File: config.mk
export PLATFORM = sky130hd
export DESIGN_NAME = sorted_key_table_unit
export DESIGN_NICKNAME = d
export VERILOG_FILES = /design/src/skt_pkg.sv /design/src/skt_ram.sv /design/src/skt_cmp.sv /design/src/skt_ctrl.sv /design/src/sorted_key_table_unit.sv
export SDC_FILE = /design/constraint.sdc
export NUM_CORES = 1
export LEC_CHECK = 0
export BUFFER_PORTS_ARGS = -buffer_cell sky130_fd_sc_hd__buf_2
export CAP_MARGIN = 20
export CORE_UTILIZATION = 40
export CTS_CLUSTER_SIZE = 14
export DETAILED_ROUTE_END_ITERATION = 10
export PLACE_DENSITY_LB_ADDON = 0.15
export SLEW_MARGIN = 20
export SYNTH_ARGS = -nofsm -noshare
export SYNTH_HDL_FRONTEND = slang
export SYNTH_HIERARCHICAL = 1
export SYNTH_SLANG_ARGS = --single-unit
File: constraint.sdc
create_clock -name clock -period 4.1 [get_ports clock]
set_input_delay 1.025 -clock clock [delete_from_list [all_inputs] [get_ports clock]]
set_output_delay 1.025 -clock clock [all_outputs]
set_load 0.01 [all_outputs]
File: src/skt_pkg.sv
`timescale 1ns / 1ps
// Shared types and constants for the sorted key table.
package skt_pkg;

   localparam int DEF_TABLE_DEPTH = 16;
   localparam int KIND_W          = 2;
   localparam int ID_W            = 8;
   localparam int KEY_W           = 16;
   localparam int STATUS_W        = 2;
   localparam int POS_W           = 4;
   localparam int FILL_W          = 5;

   typedef enum logic [KIND_W-1:0] {
      KIND_INSERT = 2'd0,
      KIND_REMOVE = 2'd1,
      KIND_LOOKUP = 2'd2
   } kind_type;

   typedef enum logic [STATUS_W-1:0] {
      ST_OK      = 2'd0,
      ST_FULL    = 2'd1,
      ST_MISSING = 2'd2,
      ST_PRESENT = 2'd3
   } status_type;

   typedef enum logic [2:0] {
      S_IDLE,
      S_SCAN,
      S_DECIDE,
      S_SHIFT,
      S_WRITE_NEW,
      S_RESPOND
   } state_type;

   typedef struct packed {
      logic [ID_W-1:0]  id;
      logic [KEY_W-1:0] key;
   } entry_type;

   typedef struct packed {
      logic id_hit;
      logic key_le;
   } cmp_res_type;

   localparam int ENTRY_W = $bits(entry_type);

endpackage

File: src/skt_ram.sv
`timescale 1ns / 1ps
// Generic simple dual-port RAM with registered read.
module skt_ram #(
   parameter int WIDTH = 8,
   parameter int DEPTH = 16
) (
   input  logic                     clock,
   input  logic                     wr_en,
   input  logic [$clog2(DEPTH)-1:0] wr_addr,
   input  logic [WIDTH-1:0]         wr_data,
   input  logic                     rd_en,
   input  logic [$clog2(DEPTH)-1:0] rd_addr,
   output logic [WIDTH-1:0]         rd_data
);

   logic [WIDTH-1:0] mem_ff [DEPTH];
   logic [WIDTH-1:0] rd_data_ff;

   always_ff @(posedge clock) begin
      if (wr_en) begin
         mem_ff[wr_addr] <= wr_data;
      end
      if (rd_en) begin
         rd_data_ff <= mem_ff[rd_addr];
      end
   end

   assign rd_data = rd_data_ff;

endmodule

File: src/skt_cmp.sv
`timescale 1ns / 1ps
// Shared compare unit: identifier match and key ordering against one entry.
module skt_cmp (
   input  logic [skt_pkg::ID_W-1:0]  cur_id,
   input  logic [skt_pkg::KEY_W-1:0] cur_key,
   input  skt_pkg::entry_type        entry,
   output skt_pkg::cmp_res_type      cmp_res
);

   import skt_pkg::*;

   always_comb begin
      cmp_res.id_hit = (entry.id == cur_id);
      cmp_res.key_le = (cur_key <= entry.key);
   end

endmodule

File: src/skt_ctrl.sv
`timescale 1ns / 1ps
// Sequencer for scan, shift and insert over the entry RAM.
module skt_ctrl #(
   parameter int TABLE_DEPTH = skt_pkg::DEF_TABLE_DEPTH
) (
   input  logic                                clock,
   input  logic                                reset,
   input  logic                                req_valid,
   output logic                                req_ready,
   input  logic [skt_pkg::KIND_W-1:0]          req_kind,
   input  logic [skt_pkg::ID_W-1:0]            req_app_id,
   input  logic [skt_pkg::KEY_W-1:0]           req_app_size,
   output logic                                rsp_valid,
   input  logic                                rsp_ready,
   output logic [skt_pkg::STATUS_W-1:0]        rsp_status,
   output logic [skt_pkg::POS_W-1:0]           rsp_position,
   output logic [skt_pkg::FILL_W-1:0]          rsp_fill_count,
   output logic                                ram_wr_en,
   output logic [$clog2(TABLE_DEPTH)-1:0]      ram_wr_addr,
   output skt_pkg::entry_type                  ram_wr_data,
   output logic                                ram_rd_en,
   output logic [$clog2(TABLE_DEPTH)-1:0]      ram_rd_addr,
   input  skt_pkg::entry_type                  ram_rd_data,
   output logic [skt_pkg::ID_W-1:0]            cur_id,
   output logic [skt_pkg::KEY_W-1:0]           cur_key,
   input  skt_pkg::cmp_res_type                cmp_res
);

   import skt_pkg::*;

   localparam int IDX_W = $clog2(TABLE_DEPTH);
   localparam int CNT_W = $clog2(TABLE_DEPTH + 1);
   localparam logic [CNT_W-1:0] FULL_CNT = CNT_W'(TABLE_DEPTH);

   state_type             state_ff, state_in;
   logic [CNT_W-1:0]      cnt_ff, cnt_in;
   logic                  rd_vld_ff, rd_vld_in;
   logic                  rsp_valid_ff, rsp_valid_in;

   logic [KIND_W-1:0]     kind_ff, kind_in;
   logic [ID_W-1:0]       id_ff, id_in;
   logic [KEY_W-1:0]      key_ff, key_in;
   logic [CNT_W-1:0]      ptr_ff, ptr_in;
   logic [CNT_W-1:0]      left_ff, left_in;
   logic                  dir_up_ff, dir_up_in;
   logic [IDX_W-1:0]      rd_idx_ff, rd_idx_in;
   logic                  found_ff, found_in;
   logic [IDX_W-1:0]      found_idx_ff, found_idx_in;
   logic                  pos_hit_ff, pos_hit_in;
   logic [CNT_W-1:0]      ins_pos_ff, ins_pos_in;
   status_type            status_ff, status_in;
   logic [IDX_W-1:0]      pos_ff, pos_in;
   logic [STATUS_W-1:0]   rsp_status_ff, rsp_status_in;
   logic [POS_W-1:0]      rsp_position_ff, rsp_position_in;
   logic [FILL_W-1:0]     rsp_fill_ff, rsp_fill_in;

   always_ff @(posedge clock) begin
      if (reset) begin
         state_ff     <= S_IDLE;
         cnt_ff       <= '0;
         rd_vld_ff    <= 1'b0;
         rsp_valid_ff <= 1'b0;
      end else begin
         state_ff     <= state_in;
         cnt_ff       <= cnt_in;
         rd_vld_ff    <= rd_vld_in;
         rsp_valid_ff <= rsp_valid_in;
      end
   end

   always_ff @(posedge clock) begin
      kind_ff         <= kind_in;
      id_ff           <= id_in;
      key_ff          <= key_in;
      ptr_ff          <= ptr_in;
      left_ff         <= left_in;
      dir_up_ff       <= dir_up_in;
      rd_idx_ff       <= rd_idx_in;
      found_ff        <= found_in;
      found_idx_ff    <= found_idx_in;
      pos_hit_ff      <= pos_hit_in;
      ins_pos_ff      <= ins_pos_in;
      status_ff       <= status_in;
      pos_ff          <= pos_in;
      rsp_status_ff   <= rsp_status_in;
      rsp_position_ff <= rsp_position_in;
      rsp_fill_ff     <= rsp_fill_in;
   end

   always_comb begin
      state_in        = state_ff;
      cnt_in          = cnt_ff;
      rsp_valid_in    = rsp_valid_ff;
      kind_in         = kind_ff;
      id_in           = id_ff;
      key_in          = key_ff;
      ptr_in          = ptr_ff;
      left_in         = left_ff;
      dir_up_in       = dir_up_ff;
      found_in        = found_ff;
      found_idx_in    = found_idx_ff;
      pos_hit_in      = pos_hit_ff;
      ins_pos_in      = ins_pos_ff;
      status_in       = status_ff;
      pos_in          = pos_ff;
      rsp_status_in   = rsp_status_ff;
      rsp_position_in = rsp_position_ff;
      rsp_fill_in     = rsp_fill_ff;

      req_ready   = 1'b0;
      ram_rd_en   = 1'b0;
      ram_wr_en   = 1'b0;
      ram_wr_addr = rd_idx_ff;
      ram_wr_data = ram_rd_data;

      if (rsp_valid_ff && rsp_ready) begin
         rsp_valid_in = 1'b0;
      end

      case (state_ff)
         S_IDLE: begin
            req_ready = 1'b1;
            if (req_valid) begin
               kind_in    = req_kind;
               id_in      = req_app_id;
               key_in     = req_app_size;
               ptr_in     = '0;
               left_in    = cnt_ff;
               dir_up_in  = 1'b1;
               found_in   = 1'b0;
               pos_hit_in = 1'b0;
               ins_pos_in = cnt_ff;
               state_in   = S_SCAN;
            end
         end
         S_SCAN: begin
            if (left_ff != '0) begin
               ram_rd_en = 1'b1;
               ptr_in    = ptr_ff + CNT_W'(1);
               left_in   = left_ff - CNT_W'(1);
            end
            if (rd_vld_ff) begin
               if (!found_ff && cmp_res.id_hit) begin
                  found_in     = 1'b1;
                  found_idx_in = rd_idx_ff;
               end
               if (!pos_hit_ff && cmp_res.key_le) begin
                  pos_hit_in = 1'b1;
                  ins_pos_in = CNT_W'(rd_idx_ff);
               end
            end
            if (left_ff == '0 && !rd_vld_ff) begin
               state_in = S_DECIDE;
            end
         end
         S_DECIDE: begin
            pos_in   = '0;
            state_in = S_RESPOND;
            case (kind_ff)
               KIND_INSERT: begin
                  if (found_ff) begin
                     status_in = ST_PRESENT;
                  end else if (cnt_ff == FULL_CNT) begin
                     status_in = ST_FULL;
                  end else begin
                     status_in = ST_OK;
                     pos_in    = ins_pos_ff[IDX_W-1:0];
                     ptr_in    = cnt_ff - CNT_W'(1);
                     left_in   = cnt_ff - ins_pos_ff;
                     dir_up_in = 1'b0;
                     state_in  = S_SHIFT;
                  end
               end
               KIND_REMOVE: begin
                  if (!found_ff) begin
                     status_in = ST_MISSING;
                  end else begin
                     status_in = ST_OK;
                     pos_in    = found_idx_ff;
                     ptr_in    = CNT_W'(found_idx_ff) + CNT_W'(1);
                     left_in   = cnt_ff - CNT_W'(found_idx_ff) - CNT_W'(1);
                     dir_up_in = 1'b1;
                     state_in  = S_SHIFT;
                  end
               end
               default: begin
                  if (!found_ff) begin
                     status_in = ST_MISSING;
                  end else begin
                     status_in = ST_OK;
                     pos_in    = found_idx_ff;
                  end
               end
            endcase
         end
         S_SHIFT: begin
            if (left_ff != '0) begin
               ram_rd_en = 1'b1;
               ptr_in    = dir_up_ff ? ptr_ff + CNT_W'(1) : ptr_ff - CNT_W'(1);
               left_in   = left_ff - CNT_W'(1);
            end
            if (rd_vld_ff) begin
               ram_wr_en   = 1'b1;
               ram_wr_addr = dir_up_ff ? rd_idx_ff - IDX_W'(1) : rd_idx_ff + IDX_W'(1);
            end
            if (left_ff == '0 && !rd_vld_ff) begin
               if (kind_ff == KIND_INSERT) begin
                  state_in = S_WRITE_NEW;
               end else begin
                  cnt_in   = cnt_ff - CNT_W'(1);
                  state_in = S_RESPOND;
               end
            end
         end
         S_WRITE_NEW: begin
            ram_wr_en       = 1'b1;
            ram_wr_addr     = pos_ff;
            ram_wr_data.id  = id_ff;
            ram_wr_data.key = key_ff;
            cnt_in          = cnt_ff + CNT_W'(1);
            state_in        = S_RESPOND;
         end
         S_RESPOND: begin
            if (!rsp_valid_ff || rsp_ready) begin
               rsp_valid_in    = 1'b1;
               rsp_status_in   = status_ff;
               rsp_position_in = (status_ff == ST_OK) ? POS_W'(pos_ff) : '0;
               rsp_fill_in     = FILL_W'(cnt_ff);
               state_in        = S_IDLE;
            end
         end
         default: begin
            state_in = S_IDLE;
         end
      endcase

      rd_vld_in = ram_rd_en;
      rd_idx_in = ptr_ff[IDX_W-1:0];
   end

   assign ram_rd_addr    = ptr_ff[IDX_W-1:0];
   assign cur_id         = id_ff;
   assign cur_key        = key_ff;
   assign rsp_valid      = rsp_valid_ff;
   assign rsp_status     = rsp_status_ff;
   assign rsp_position   = rsp_position_ff;
   assign rsp_fill_count = rsp_fill_ff;

   a_cnt_bound: assert property (@(posedge clock) disable iff (reset)
      cnt_ff <= FULL_CNT)
      else $error("fill count above table depth");

   a_wr_state: assert property (@(posedge clock) disable iff (reset)
      ram_wr_en |-> (state_ff == S_SHIFT || state_ff == S_WRITE_NEW))
      else $error("table write outside shift or insert");

   a_err_pos: assert property (@(posedge clock) disable iff (reset)
      (rsp_valid_ff && rsp_status_ff != ST_OK) |-> (rsp_position_ff == '0))
      else $error("error result with nonzero position");

   a_accept_scan: assert property (@(posedge clock) disable iff (reset)
      (req_valid && req_ready) |=> (state_ff == S_SCAN))
      else $error("accepted item did not start a scan");

   a_insert_cnt: assert property (@(posedge clock) disable iff (reset)
      (state_ff == S_WRITE_NEW) |=> (cnt_ff == $past(cnt_ff) + CNT_W'(1)))
      else $error("insert did not grow the table");

endmodule

File: src/sorted_key_table_unit.sv
`timescale 1ns / 1ps
// Sorted key table: entries kept in ascending key order, with insert, remove
// and lookup by identifier.
//
// Input channel req_*: one item per request (kind, identifier, key). Result
// channel rsp_*: exactly one item per request (status, position, fill count).
// Both use valid/ready; an item moves when valid and ready are high together.
//
// Each request first scans the valid entries through the entry RAM, one read
// per cycle, then for an insert or remove shifts the later entries one place,
// again one RAM read and one write per cycle. The next request can be accepted
// from the cycle in which rsp_valid rises. The entry RAM has a single read
// port. One request is in work at a time.
//
// Reset empties the table (fill count zero); entry contents need no clearing.
// A result waits in the output register while rsp_ready is low; the next
// request may be accepted meanwhile, but its result waits behind it.
module sorted_key_table_unit #(
   parameter int TABLE_DEPTH = skt_pkg::DEF_TABLE_DEPTH
) (
   input  logic                         clock,
   input  logic                         reset,
   input  logic                         req_valid,
   output logic                         req_ready,
   input  logic [skt_pkg::KIND_W-1:0]   req_kind,
   input  logic [skt_pkg::ID_W-1:0]     req_app_id,
   input  logic [skt_pkg::KEY_W-1:0]    req_app_size,
   output logic                         rsp_valid,
   input  logic                         rsp_ready,
   output logic [skt_pkg::STATUS_W-1:0] rsp_status,
   output logic [skt_pkg::POS_W-1:0]    rsp_position,
   output logic [skt_pkg::FILL_W-1:0]   rsp_fill_count
);

   import skt_pkg::*;

   localparam int IDX_W = $clog2(TABLE_DEPTH);

   logic             ram_wr_en;
   logic [IDX_W-1:0] ram_wr_addr;
   entry_type        ram_wr_data;
   logic             ram_rd_en;
   logic [IDX_W-1:0] ram_rd_addr;
   entry_type        ram_rd_data;
   logic [ENTRY_W-1:0] ram_rd_bits;
   logic [ID_W-1:0]  cur_id;
   logic [KEY_W-1:0] cur_key;
   cmp_res_type      cmp_res;

   assign ram_rd_data = entry_type'(ram_rd_bits);

   skt_ram #(
      .WIDTH (ENTRY_W),
      .DEPTH (TABLE_DEPTH)
   ) u_ram (
      .clock   (clock),
      .wr_en   (ram_wr_en),
      .wr_addr (ram_wr_addr),
      .wr_data (ram_wr_data),
      .rd_en   (ram_rd_en),
      .rd_addr (ram_rd_addr),
      .rd_data (ram_rd_bits)
   );

   skt_cmp u_cmp (
      .cur_id  (cur_id),
      .cur_key (cur_key),
      .entry   (ram_rd_data),
      .cmp_res (cmp_res)
   );

   skt_ctrl #(
      .TABLE_DEPTH (TABLE_DEPTH)
   ) u_ctrl (
      .clock          (clock),
      .reset          (reset),
      .req_valid      (req_valid),
      .req_ready      (req_ready),
      .req_kind       (req_kind),
      .req_app_id     (req_app_id),
      .req_app_size   (req_app_size),
      .rsp_valid      (rsp_valid),
      .rsp_ready      (rsp_ready),
      .rsp_status     (rsp_status),
      .rsp_position   (rsp_position),
      .rsp_fill_count (rsp_fill_count),
      .ram_wr_en      (ram_wr_en),
      .ram_wr_addr    (ram_wr_addr),
      .ram_wr_data    (ram_wr_data),
      .ram_rd_en      (ram_rd_en),
      .ram_rd_addr    (ram_rd_addr),
      .ram_rd_data    (ram_rd_data),
      .cur_id         (cur_id),
      .cur_key        (cur_key),
      .cmp_res        (cmp_res)
   );

endmodule

==> impl_results.md <==
- # H-tree levels: 2
- Final setup fails: 0
- Starting Density: about 41%
- Chip Height: between 200 and 250 microns
- Switching portion of total power: ~30%
- Clock power share: between 30% and 40%
- CTS tree: done
- Die Wd: 225 microns
- Crit path DAT: roughly 3800 ps
- CP startpoint: u_ctrl/state_ff[2]
- GPL Wtd Cong: slightly below 0.8
- Initial antenna violation count: 1
- Port bufs: between 40 and 50
- Seq pwr share: a little under half
- Core box area: just under 50000 sq um
- Clock Tree Root: clkbuf_16
- Post-synth EDFFs: roughly 470
- Initial DRC count: between 700 and 800
- Synth Register Bits: 486
- Setup Skew: 21.5 ps
- Hold Path Class: reg -> reg
- Largest net degree at the start of global routing: between 100 and 150
- Via Count: 10084
- TNS Setup: 0 ps
- Fmax: about 0.29 GHz
- Post-Synthesis Cells: 1099
- TritonCTS Buffers: 52
- Ant. Diodes: 0
- Final core utilization: between 40% and 50%
- P&R area growth vs syn: 14.3%
- # DRC: 0
- FILL cells: between 4000 and 5000
- Clock Tree Buf Depth: 3
- Syn Nets: 1166
- Nets: about 1200
- Routed vias/inst: 5.37
- Routed len/inst: between 20 and 25 microns
- Critical Path RT: roughly 4400 ps
- RSZ-0062 raised after global routing: false
- NetSw: roughly 4.2 mW
- Post-CTS Hold Buffers: 0
- Post-synth top cells: edfxtp_1 (472), nand2_1 (113), mux4_2 (96), a22oi_1 (51), nor2_1 (42)
- DP HPWL: ~25 mm
- Setup crit end kind: register
- GRT Util Overall: between 15 and 20%
- Worst Tran Pin Value: between 1000 and 1500 ps
- Rel. slew slack: 32.7%
- Max_cap viols: 0
- Vias in the first global route: around 10000
- Internal power: roughly 10 mW
- Ports: 43
- Layout cells sized above 1: a little under a quarter
- Synth Warn #: 6
- Cell Area, Synth: about 20000 sq um
- Routed Wire Length: 44.4 mm
- Startpoint Class: register
- Worst-path clk slew: 60 ps
- Most area-hungry cell type in the Yosys netlist: edfxtp_1
- Hold path start: u_ctrl/status_ff[1]
- CTS sink cnt: about 500
- Placed Instances: about 1800
- Post-CTS setup buffers: 0
- Top post-synthesis cells by area: edfxtp_1 (71%), mux4_2 (11%), ha_1 (2.1%), nand2_1 (2.1%), a22oi_1 (1.9%)
- Critical R2R Launch: u_ctrl/state_ff[2]
- Antenna-violating nets left: 0
- Power Density: around 630 nW/um^2
- Worst-Skew Late Latency: approximately 600 ps
- Leak Pwr: about 7.6 nW
- Critical path peak fanout: 18
- Post-synth top flop: edfxtp_1
- Pre-antenna DRT Iters: 7
- Max rail drop VDD: between 0.4 and 0.5 mV
- GRT Residual Overflow: 0
- Sequential share of the synthesized area: 72.9%
- Outcome: finished, final reports clean
- Die area: between 50000 and 60000 sq um
- Final Instance Count excl. Fillers: between 1500 and 2000
- Tmin final: roughly 3500 ps
- Hold Fails Final Rpt: 0
- Synth top area share: a little under three quarters
- Synth unique cells: 58
- Most frequent cell after synthesis: edfxtp_1
- Final period utilization: between 80% and 90%
- Average size of a mapped cell: 18.0 sq um
- # rows: between 80 and 90
- Fin Hold WS: 450 ps
- Slew Limit Fails: 0
- Post-synth ARST share: 0%
- Post_cts resized: 0
- Crit Path Category: reg -> reg
- First-pass GRT wire length: ~67 mm
- Logic pwr share: between 20% and 30%
-- layout make-up --
class / count / area (sq um) / share of cell area (%)
inverters: 40 / 150 / 0.663
repair buffers: 74 / 551 / 2.43
clock buffers: 61 / 1340 / 5.89
flip-flops and latches: 486 / 14500 / 63.8
multi-input cells: 520 / 5080 / 22.4
clock inverters: 32 / 249 / 1.10
well taps: 664 / 831 / 3.67
-- layer usage --
metal	global-route usage, %	vias up	routed length, microns
met5	0	-	0
met4	4.81	0	846
met3	3.51	60	1990
met2	29.2	214	21100
met1	25.5	5311	20500
li1	-	4499	-
-- placed cells by master, fill, tap and decap left out, types with 16 or more instances in the layout --
cell type and n:
nor2_1 28, a22oi_1 51, buf_2 42, inv_1 40, edfxtp_1 472, clkinv_2 16, nand2_1 113, clkbuf_16 52
xnor2_1 16, buf_4 24, a21oi_1 24, mux4_2 96, ha_1 34
-- worst paths after layout --
path | to | slack, ps | cells after the start
max | u_ram/mem_ff[11][4] | 590 | 8
min | u_ctrl/rsp_status[1] | 450 | 0
max reg2reg | u_ram/mem_ff[11][4] | 590 | 8
min reg2reg | u_ctrl/rsp_status[1] | 450 | 0
-- flip-flops by register name, summed over array words and instances, names as in the netlist, 5 cells and up --
name and cells:
u_ctrl/ins_pos_ff 5, u_ctrl/cnt_ff 5, u_ctrl/cur_key 16, u_ram/mem_ff 384, u_ctrl/left_ff 5, u_ram/rd_data 24, u_ctrl/cur_id 8, u_ctrl/rsp_fill_count 5
-- power groups by stage --
stage | combinational, mW | clock [mW] | sequential (mW)
floorplan | 2.50 | 0 | 6.55
global placement | 3.47 | 0 | 6.63
detailed placement | 3.49 | 0 | 6.64
CTS | 3.50 | 4.49 | 6.54
global route | 3.78 | 4.68 | 6.57
finish | 3.43 | 4.36 | 6.54
-- per-stage QoR --
step           instance area, sq um  total power [mW]  setup WS, ps
2_1_floorplan                 19800              9.04           186
3_3_place_gp                  21100              10.1           663
3_5_place_dp                  21100              10.1           615
4_1_cts                       22700              14.5           596
5_1_grt                       22700              15.0           246
6_report                      22700              14.3           592
-- cell families after synthesis --
kind of cell,after synthesis,share of synthesized area [%]
AOI/OAI and AO/OA,124,4.44
adders and majority gates,37,2.45
muxes,102,11.2
and+or+nand+nor,227,5.44
buffers and inverters,93,2.20
DFF,486,72.9
xor gates and xnor gates,30,1.33
-- worst max-delay path: stages (launching register included) --
cell and delay (ps):
dfxtp_1 660, nand3b_1 360, nor2_1 100, nor2_1 200, inv_1 140, o221ai_1 650, nand2_1 430, nor2_4 420
buf_12 230
Power figures use the tool's default switching activity.
